`config.mk`:
```
export PLATFORM = sky130hd
export DESIGN_NAME = adaptive_send_probability_aimd_unit
export DESIGN_NICKNAME = d
export VERILOG_FILES = /design/src/hw/rtl/asp_aimd_pkg.sv /design/src/hw/rtl/adaptive_send_probability_aimd_unit.sv
export VERILOG_INCLUDE_DIRS = /design/src /design/src/hw/rtl
export SDC_FILE = /design/constraint.sdc
export NUM_CORES = 1
export LEC_CHECK = 0
export BUFFER_PORTS_ARGS = -buffer_cell sky130_fd_sc_hd__buf_2
export CELL_PAD_IN_SITES_DETAIL_PLACEMENT = 1
export CELL_PAD_IN_SITES_GLOBAL_PLACEMENT = 1
export CORE_UTILIZATION = 45
export DETAILED_ROUTE_END_ITERATION = 12
export GPL_ROUTABILITY_DRIVEN = 0
export GPL_TIMING_DRIVEN = 1
export PLACE_DENSITY_LB_ADDON = 0.1
export SLEW_MARGIN = 20
export SYNTH_ARGS = -nofsm -noshare
export SYNTH_HDL_FRONTEND = slang
export SYNTH_SLANG_ARGS = --single-unit
```
`constraint.sdc`:
```
create_clock -name clk -period 17.7 [get_ports clk]
set_input_delay 2.655 -clock clk [delete_from_list [all_inputs] [get_ports clk]]
set_output_delay 2.655 -clock clk [all_outputs]
set_load 0.05 [all_outputs]
```
`src/hw/rtl/adaptive_send_probability_aimd_unit_macros.svh`:
```
// Assertion macros for the adaptive send-probability unit.
`ifndef ADAPTIVE_SEND_PROBABILITY_AIMD_UNIT_MACROS_SVH
`define ADAPTIVE_SEND_PROBABILITY_AIMD_UNIT_MACROS_SVH

`ifndef ASSERT_OFF
`define ASP_ASSERT_SAME(label, clk, rst, ante, cons) \
  label: assert property (@(posedge clk) disable iff (rst) (ante) |-> (cons)) \
    else $error("assertion failed: same-cycle check");
`define ASP_ASSERT_NEXT(label, clk, rst, ante, cons) \
  label: assert property (@(posedge clk) disable iff (rst) (ante) |=> (cons)) \
    else $error("assertion failed: next-cycle check");
`else
`define ASP_ASSERT_SAME(label, clk, rst, ante, cons)
`define ASP_ASSERT_NEXT(label, clk, rst, ante, cons)
`endif

`endif

```
`src/hw/rtl/asp_aimd_pkg.sv`:
```
// Package: modes, limits and additive-increase step table for the AIMD unit.
package asp_aimd_pkg;

  typedef enum logic [1:0] {
    MODE_ORIG_SEND = 2'd0,
    MODE_FWD_SEND  = 2'd1,
    MODE_ORIG_ACK  = 2'd2,
    MODE_FWD_ACK   = 2'd3
  } mode_t;

  localparam int unsigned PROB_W    = 16;
  localparam int unsigned CHILD_W   = 4;
  localparam logic [PROB_W-1:0]  PROB_MAX  = 16'hFFFF;
  localparam logic [CHILD_W-1:0] CHILD_MAX = 4'd9;

  // Additive-increase step by child count; entry 0 also serves forwarded sends.
  function automatic logic [PROB_W-1:0] step_lookup(input logic [CHILD_W-1:0] idx);
    logic [PROB_W-1:0] step;
    case (idx)
      4'd0:    step = 16'd6553;
      4'd1:    step = 16'd3276;
      4'd2:    step = 16'd2184;
      4'd3:    step = 16'd1638;
      4'd4:    step = 16'd1320;
      4'd5:    step = 16'd1092;
      4'd6:    step = 16'd936;
      4'd7:    step = 16'd819;
      4'd8:    step = 16'd655;
      default: step = 16'd595;
    endcase
    return step;
  endfunction

endpackage

```
`src/hw/rtl/adaptive_send_probability_aimd_unit.sv`:
```
// Path: the input register feeds the result register; an input waits there while out_ready
// stalls. Throughput: one item per cycle unless stalled; the probability update is a
// combinational compare, shift, add and saturate, so back-to-back items see the updated state.
// Reset (rst, synchronous): both probabilities 65535, ack-pending flags clear,
// child_count 0, pipeline empty.
`include "adaptive_send_probability_aimd_unit_macros.svh"

module adaptive_send_probability_aimd_unit (
  input  logic                                  clk,
  input  logic                                  rst,
  input  logic                                  cfg_wr_en,
  input  logic [asp_aimd_pkg::CHILD_W-1:0]      child_count,
  input  logic                                  in_valid,
  output logic                                  in_ready,
  input  logic [1:0]                            mode,
  input  logic [asp_aimd_pkg::PROB_W-1:0]       random_value,
  input  logic                                  lower_busy,
  output logic                                  out_valid,
  input  logic                                  out_ready,
  output logic                                  granted,
  output logic                                  phase_change,
  output logic [asp_aimd_pkg::PROB_W-1:0]       probability_now
);

  // Configuration
  logic [asp_aimd_pkg::CHILD_W-1:0] child_cnt;

  // Input stage
  logic                              s_valid;
  asp_aimd_pkg::mode_t               s_mode;
  logic [asp_aimd_pkg::PROB_W-1:0]   s_rnd;
  logic                              s_busy;

  // State
  logic [asp_aimd_pkg::PROB_W-1:0]   origin_prob, origin_prob_next;
  logic [asp_aimd_pkg::PROB_W-1:0]   forward_prob, forward_prob_next;
  logic                              origin_pending, origin_pending_next;
  logic                              forward_pending, forward_pending_next;

  // Datapath
  logic                              issue;
  logic                              is_fwd;
  logic                              is_send;
  logic                              hit;
  logic                              cut;
  logic                              refused;
  logic [asp_aimd_pkg::PROB_W-1:0]   prob_sel;
  logic [asp_aimd_pkg::PROB_W-1:0]   prob_base;
  logic [asp_aimd_pkg::PROB_W-1:0]   step;
  logic [asp_aimd_pkg::PROB_W:0]     sum;
  logic [asp_aimd_pkg::PROB_W-1:0]   prob_inc;
  logic                              granted_next;
  logic                              phase_next;
  logic [asp_aimd_pkg::PROB_W-1:0]   prob_now_next;

  assign issue    = s_valid && (!out_valid || out_ready);
  assign in_ready = !s_valid || issue;

  always_ff @(posedge clk) begin
    if (rst) begin
      child_cnt <= '0;
    end else if (cfg_wr_en) begin
      child_cnt <= (child_count > asp_aimd_pkg::CHILD_MAX) ? asp_aimd_pkg::CHILD_MAX
                                                           : child_count;
    end
  end

  always_ff @(posedge clk) begin
    if (rst) begin
      s_valid <= 1'b0;
    end else if (in_ready) begin
      s_valid <= in_valid;
    end
  end

  always_ff @(posedge clk) begin
    if (in_ready && in_valid) begin
      s_mode <= asp_aimd_pkg::mode_t'(mode);
      s_rnd  <= random_value;
      s_busy <= lower_busy;
    end
  end

  always_comb begin
    is_fwd   = (s_mode == asp_aimd_pkg::MODE_FWD_SEND) ||
               (s_mode == asp_aimd_pkg::MODE_FWD_ACK);
    is_send  = (s_mode == asp_aimd_pkg::MODE_ORIG_SEND) ||
               (s_mode == asp_aimd_pkg::MODE_FWD_SEND);
    prob_sel = is_fwd ? forward_prob : origin_prob;
    hit      = prob_sel >= s_rnd;
    refused  = hit && s_busy;
    cut      = hit && (is_fwd ? forward_pending : origin_pending);

    // Multiplicative decrease: half for originated, three quarters for forwarded
    if (!cut) begin
      prob_base = prob_sel;
    end else if (is_fwd) begin
      prob_base = prob_sel - (prob_sel >> 2);
    end else begin
      prob_base = prob_sel >> 1;
    end

    step     = is_fwd ? asp_aimd_pkg::step_lookup('0) : asp_aimd_pkg::step_lookup(child_cnt);
    sum      = {1'b0, prob_base} + {1'b0, step};
    prob_inc = (sum >= {1'b0, asp_aimd_pkg::PROB_MAX}) ? asp_aimd_pkg::PROB_MAX
                                                       : sum[asp_aimd_pkg::PROB_W-1:0];

    origin_prob_next     = origin_prob;
    forward_prob_next    = forward_prob;
    origin_pending_next  = origin_pending;
    forward_pending_next = forward_pending;
    granted_next         = 1'b0;
    phase_next           = 1'b0;
    prob_now_next        = prob_sel;

    case (s_mode)
      asp_aimd_pkg::MODE_ORIG_SEND: begin
        if (refused) begin
          phase_next = 1'b1;
        end else begin
          granted_next     = hit;
          phase_next       = cut;
          origin_prob_next = prob_inc;
          prob_now_next    = prob_inc;
          if (hit) begin
            origin_pending_next = 1'b1;
          end
        end
      end
      asp_aimd_pkg::MODE_FWD_SEND: begin
        if (!refused) begin
          granted_next      = hit;
          forward_prob_next = prob_inc;
          prob_now_next     = prob_inc;
          if (hit) begin
            forward_pending_next = 1'b1;
          end
        end
      end
      asp_aimd_pkg::MODE_ORIG_ACK: begin
        origin_pending_next = 1'b0;
      end
      default: begin
        forward_pending_next = 1'b0;
      end
    endcase
  end

  always_ff @(posedge clk) begin
    if (rst) begin
      origin_prob     <= asp_aimd_pkg::PROB_MAX;
      forward_prob    <= asp_aimd_pkg::PROB_MAX;
      origin_pending  <= 1'b0;
      forward_pending <= 1'b0;
    end else if (issue) begin
      origin_prob     <= origin_prob_next;
      forward_prob    <= forward_prob_next;
      origin_pending  <= origin_pending_next;
      forward_pending <= forward_pending_next;
    end
  end

  always_ff @(posedge clk) begin
    if (rst) begin
      out_valid <= 1'b0;
    end else if (issue) begin
      out_valid <= 1'b1;
    end else if (out_ready) begin
      out_valid <= 1'b0;
    end
  end

  always_ff @(posedge clk) begin
    if (issue) begin
      granted         <= granted_next;
      phase_change    <= phase_next;
      probability_now <= prob_now_next;
    end
  end

  `ASP_ASSERT_SAME(a_child_sat, clk, rst, 1'b1, child_cnt <= asp_aimd_pkg::CHILD_MAX)
  `ASP_ASSERT_SAME(a_ready_when_empty, clk, rst, !out_valid, in_ready)
  `ASP_ASSERT_NEXT(a_fwd_keeps_origin, clk, rst, issue && is_fwd, $stable(origin_prob))
  `ASP_ASSERT_NEXT(a_orig_ack_clears, clk, rst,
                   issue && (s_mode == asp_aimd_pkg::MODE_ORIG_ACK), !origin_pending)
  `ASP_ASSERT_NEXT(a_grant_sets_pending, clk, rst,
                   issue && is_send && hit && !s_busy,
                   granted && (origin_pending || forward_pending))

endmodule
```
==> results of run 1 <==
==> synth_stat cells, types with 4 or more instances <==
cell type   n  share of area [%]
a31o_2      4               0.58
buf_2       7               0.58
a21oi_1    59                4.9
a21boi_0    4               0.50
nand4_1     5               0.52
and3_1      5               0.52
nand3_1    11               0.91
buf_1       4               0.25
o21bai_1    5               0.62
nor2b_1    25                2.6
a211oi_1   23                2.9
nor2_1     74                4.6
or2_2      11                1.1
mux2i_1     7                1.2
clkbuf_1   20                1.2
dfxtp_1    53                 18
o21ai_0    27                2.2
o32a_1      7                1.2
o21a_1      8                1.0
xor2_1      7                1.0
xnor2_1    11                1.6
nand2_1    54                3.4
a311oi_1    4               0.58
edfxtp_1   37                 18
a21o_1      9                1.1
nor3_1     18                1.5
o211ai_1   15                1.9
nor4_1      4               0.42
nand2b_1   10                1.0
mux2_2      4               0.75
o221a_2     9                1.7
inv_1      47                2.9
ha_1       43                8.9
==> cell type report <==
cell class	instances	area share, %
well taps	172	3.21
inverters	48	2.69
clock buffers	10	3.74
diodes	1	0.0374
flip-flops and latches	90	32.4
multi-input cells	524	53.1
repair buffers	53	4.18
clock inverters	6	0.654
==> where the power goes <==
group          internal (mW)  total, mW  switching (mW)
logic                 0.0616      0.184           0.122
clock network          0.105      0.197          0.0913
registers              0.229      0.234         0.00458
==> routing by layer <==
metal  routed length, µm  part of all wire, %  vias up  track usage (%)
met5                   0                    0        -                0
met4                 815                  4.5        0             14.6
met3                 587                  3.3       49             4.17
met2                9000                   50      124             47.1
met1                7530                   42     2680             31.0
li1                    -                    -     2614                -
==> cells by family (layout without fill, tap and decap cells) <==
logic type	after synthesis	in the layout	synth area share, %
adders and majority gates	46	46	9.76
and+or+nand+nor	236	236	19.1
DFF	90	90	36.1
muxes	11	11	1.91
AOI/OAI and AO/OA	213	213	25.5
other	0	1	0
xor gates and xnor gates	18	18	2.62
buffers and inverters	79	117	5.07
==> worst register-to-register path: stages, from the launching register on <==
cell      delay (ps)
edfxtp_1         330
buf_4            520
nor2b_1          200
a21oi_1          390
inv_1            150
ha_1             290
and4_1           200
o21ai_0          100
o221ai_1         590
a21oi_2          100
buf_4            270
o21ai_0          410
inv_1             90
ha_1             310
a211oi_1         450
o21ai_0          290
a41oi_1          410
xnor2_1          210
nor4bb_1         180
nand4_1          120
a21boi_1          70
buf_4            230
o211ai_1         760
o211ai_1         210
==> cells in the final DEF (no fill, tap or decap), types with 10 or more instances in the layout <==
cell type / synthesis / layout
a211oi_1: 23 / 23
a21oi_1: 59 / 58
buf_2: 7 / 47
clkbuf_16: 0 / 10
dfxtp_1: 53 / 53
edfxtp_1: 37 / 37
ha_1: 43 / 43
inv_1: 47 / 47
nand2_1: 54 / 54
nand2b_1: 10 / 10
nand3_1: 11 / 11
nor2_1: 74 / 74
nor2b_1: 25 / 24
nor3_1: 18 / 18
o211ai_1: 15 / 15
o21ai_0: 27 / 27
or2_2: 11 / 11
xnor2_1: 11 / 11
==> per-stage QoR <==
stage	hold WS, ps	instances	area [µm²]	setup WS, ps
global placement	450	887	6400	10920
detailed placement	463	887	6400	10690
finish	479	904	6700	10520
CTS	483	903	6700	10620
global route	509	903	6700	10030
floorplan	438	693	6020	11550
==> worst max path at each step <==
stage / from / to / slack [ps] / cells past startpoint
after floorplan: s_mode[0] / forward_prob[2] / 11550 / 26
after global placement: s_mode[0] / probability_now[4] / 10920 / 23
after detailed placement: s_mode[0] / probability_now[3] / 10690 / 23
after CTS: s_mode[0] / probability_now[4] / 10620 / 23
after global routing: s_mode[0] / probability_now[5] / 10030 / 23
final: s_mode[0] / probability_now[4] / 10520 / 23
==> run summary, run 1 <==
Outcome: finished clean
Register area: 0.00217 mm²
Setup CP Type: reg -> reg
Reg clk slew, reported paths: 70 ps
CP max stage delay: 760 ps
Max Slew Vio Count: 0
Clock tree buffer depth: 2
FMAX: 0.139 GHz
Lkg Pwr: 2.67 nW
GRT Util Overall: 26.8%
First-pass GRT wire length: 29.0 mm
# resized after CTS: 0
Clk sink count: 90
Family with the most delay on the worst path: compound AO/OA/AOI/OAI gates
Critical path's slowest cell: o211ai_1
Hold Fails Final Rpt: 0
Chip Width: 118 µm
EDFF count, synth: 37
Clock Latency Late Sink: 350 ps
Reg2reg start: s_mode[0]
Final Total Pwr: 614 µW
Netlist cell types: 72
TritonCTS buffer count: 9
Initial antenna violation count: 1
RSZ-0062 raised after global routing: no
Gr ovfl total: 0
# IOs: 48
Synth Register Bits: 90
Syn-to-layout area delta: 11.2%
Die area: 0.0139 mm²
Cells after Synth: 693
Avg Cell Area, Syn: 8.69 µm²
Crit start category: flop
Type of the worst min-delay path: reg -> reg
Fin Clk Skew: 7.29 ps
Final Cycle Share: 40.5%
Reg2reg path depth: 23
Initial Utilization: 47.0%
Crit-path cells: buf_4 > nor2b_1 > a21oi_1 > inv_1 > ha_1 > and4_1 > o21ai_0 > o221ai_1 > a21oi_2 > buf_4 > o21ai_0 > inv_1 > ha_1 > a211oi_1 > o21ai_0 > a41oi_1 > xnor2_1 > nor4bb_1 > nand4_1 > a21boi_1 > buf_4 > o211ai_1 > o211ai_1
Core Area: 0.0128 mm²
Hold path endpoint: forward_prob[13]
Synthesized net count: 766
# setup viols final: 0
Post-route ant nets: 0
Setup TNS: 0 ps
Multi-input gate area: 0.00355 mm²
Async SR Flop Fraction: 0%
Worst r2r dst: probability_now[4]
# rows: 41
Filler cell count: 1,563
Via-to-Cell Ratio: 6.05
Initial DRC Count: 256
CTS HTree Levels: 3
YS warnings: 0
Vias in the first global route: 5,570
Detailed placement HPWL: 13.5 mm
CP arrival: 7230 ps
Crit-path max FO: 63
Start point of the worst hold path: forward_prob[13]
Crit path buf inv count: 5
Share of post-route cells with drive strength above 1: 15.0%
Post-Route Utilization: 52.2%
Min cycle time layout: 7180 ps
TritonRoute pass-1 iters: 5
Avg WL per Cell: 19.8 µm
TritonCTS clock tree: done
Seq/Total Area, Yosys: 36.1%
WHS Path Cells: 1
Pwr dens: 91.6 mW/mm²
Via total after detailed routing: 5,467
Max-cap violations: 0
Synthesized area: 0.00602 mm²
R2R Setup Slk: 10,520 ps
Clock root cell: clkbuf_16
Post-CTS setup buffer count: 0
Total wire length: 17.9 mm
# nets final: 799
Main synth FF type: dfxtp_1
Max VDD drop: 0.0530 mV
Worst EP required: 17,760 ps
Chip height: 118 µm
Largest net degree at the start of global routing: 64
Max_slew headroom: 38.2%
Worst Setup End Kind: flop
Worst Max-Slew Pin Slew: 927 ps
DRC viols: 0
Post-CTS Hold Fix Bufs: 0
I/O Buffers: 47
No activity file was read; power rests on OpenSTA's default activity.
==> inputs of run 2 (changes only) <==
==> constraint.sdc (replaced) <==
create_clock -name clk -period 6.7 [get_ports clk]
set_input_delay 1.005 -clock clk [delete_from_list [all_inputs] [get_ports clk]]
set_output_delay 1.005 -clock clk [all_outputs]
set_load 0.05 [all_outputs]
==> run 2 against run 1 <==
Effect of this change: combinational power grew to 2.8 times the previous value; total power grew to 2.7 times the previous value; setup slack got worse by 9900 ps; fmax up 18%; wire length increased by 3.5%; core utilization grew 1.5 points; clock skew up 1.1 ps; clock power grew to 2.6 times the previous value; sequential cell count stayed put; largest power group unchanged; highest routed layer unchanged.
==> run summary, run 2 (same netlist as run 1, synthesis figures left out) <==
Post-Route Utilization: 53.7%
Post-route ant nets: 0
Fin Clk Skew: 8.44 ps
CTS HTree Levels: 3
Core Area: 0.0128 mm²
Clock root cell: clkbuf_16
Share of post-route cells with drive strength above 1: 17.7%
Via-to-Cell Ratio: 5.86
Clock Latency Late Sink: 360 ps
Post-CTS Hold Fix Bufs: 0
RSZ-0062 raised after global routing: no
TritonCTS clock tree: done
# IOs: 48
Initial DRC Count: 239
Lkg Pwr: 2.79 nW
Initial antenna violation count: 0
Most common cell after layout, fill and taps aside: nor2_1
Avg WL per Cell: 20.0 µm
Max-cap violations: 0
Clk sink count: 90
Die area: 0.0139 mm²
TritonRoute pass-1 iters: 5
Vias in the first global route: 5,737
Reg clk slew, reported paths: 70 ps
Clock tree buffer depth: 2
Max_slew headroom: 39.3%
Detailed placement HPWL: 14.3 mm
Via total after detailed routing: 5,429
FMAX: 0.164 GHz
Chip height: 118 µm
Total wire length: 18.6 mm
First-pass GRT wire length: 29.9 mm
Crit-path max FO: 14
Worst EP required: 6900 ps
Final Cycle Share: 90.9%
Largest net degree at the start of global routing: 25
I/O Buffers: 47
GRT Util Overall: 27.4%
Crit start category: flop
Max VDD drop: 0.129 mV
Worst Setup End Kind: flop
CP arrival: 6290 ps
Worst Max-Slew Pin Slew: 911 ps
Outcome: finished clean
# rows: 41
Gr ovfl total: 0
TritonCTS buffer count: 9
Initial Utilization: 47.0%
# setup viols final: 0
DRC viols: 0
Max Slew Vio Count: 0
Type of the worst min-delay path: reg -> reg
Hold Fails Final Rpt: 0
Final hold slack: 495 ps
N_diodes: 0
Min cycle time layout: 6090 ps
Setup CP Type: reg -> reg
# nets final: 823
Chip Width: 118 µm
Commonest cells after routing, fill and taps aside: nor2_1 (74), a21oi_1 (58), nand2_1 (54)
Pwr dens: 238 mW/mm²
Syn-to-layout area delta: 14.3%
==> run 2: power breakdown <==
part	switching, mW	internal, mW	total (mW)
clock	0.231	0.278	0.509
combinational	0.327	0.185	0.512
sequential	0.0129	0.605	0.618
total	0.571	1.07	1.64
==> run 2: cell type report <==
type / instances / area, µm²
clock inverter: 4 / 32.5
multi-input combinational: 524 / 3570
timing repair buffer: 77 / 460
clock buffer: 12 / 258
sequential: 90 / 2170
fill: 1564 / 5940
inverter: 48 / 180
tap: 172 / 215
==> run 2: worst max-delay path, cell delays in order (launching register included) <==
cell       delay, ps
edfxtp_1         620
buf_4            300
buf_4            190
a21oi_1          240
inv_1            130
ha_1             330
nand4_1          220
nor2_1            80
o2bb2ai_1        160
a21oi_2          370
nor2_1           130
a21oi_1          290
ha_1             260
inv_1             70
fa_1             400
nand2b_1         180
a21oi_1          300
o21a_1           290
xnor2_1          140
nor4_1           290
nand4_1          150
nor4b_1          320
o211ai_1         140
buf_4            210
o211ai_1         110
==> run 2: what timing repair did <==
item,CTS,global route
resized for setup,0,3
endpoints found under the setup margin,8,34
buffers inserted,1,1
pin swaps,1,0
==> run 2: metrics by stage <==
step / worst slack [ps] / instances / area, µm² / power [mW] / TNS, ps
2_1_floorplan: 549 / 693 / 6020 / 0.974 / 0
3_3_place_gp: 185 / 909 / 6570 / 1.11 / 0
3_5_place_dp: -13.9 / 909 / 6570 / 1.13 / -36.3
4_1_cts: 223 / 926 / 6860 / 1.64 / 0
5_1_grt: 155 / 927 / 6890 / 1.71 / 0
6_report: 610 / 927 / 6890 / 1.64 / 0
==> run 2: metal layers <==
metal | track usage (%) | share of wire [%] | routed length [µm]
met4 | 10.7 | 2.1 | 390
met3 | 3.25 | 3.2 | 586
met1 | 32.5 | 43 | 8030
met5 | 0 | 0 | 0
met2 | 50.0 | 51 | 9550
==> run 2: final timing paths <==
check,slack (ps),from,cells after the start,end
min reg2reg,500,forward_prob[9],1,forward_prob[9]
max reg2reg,610,s_mode[0],24,probability_now[8]
min,500,forward_prob[9],1,forward_prob[9]
max,610,s_mode[0],24,probability_now[8]
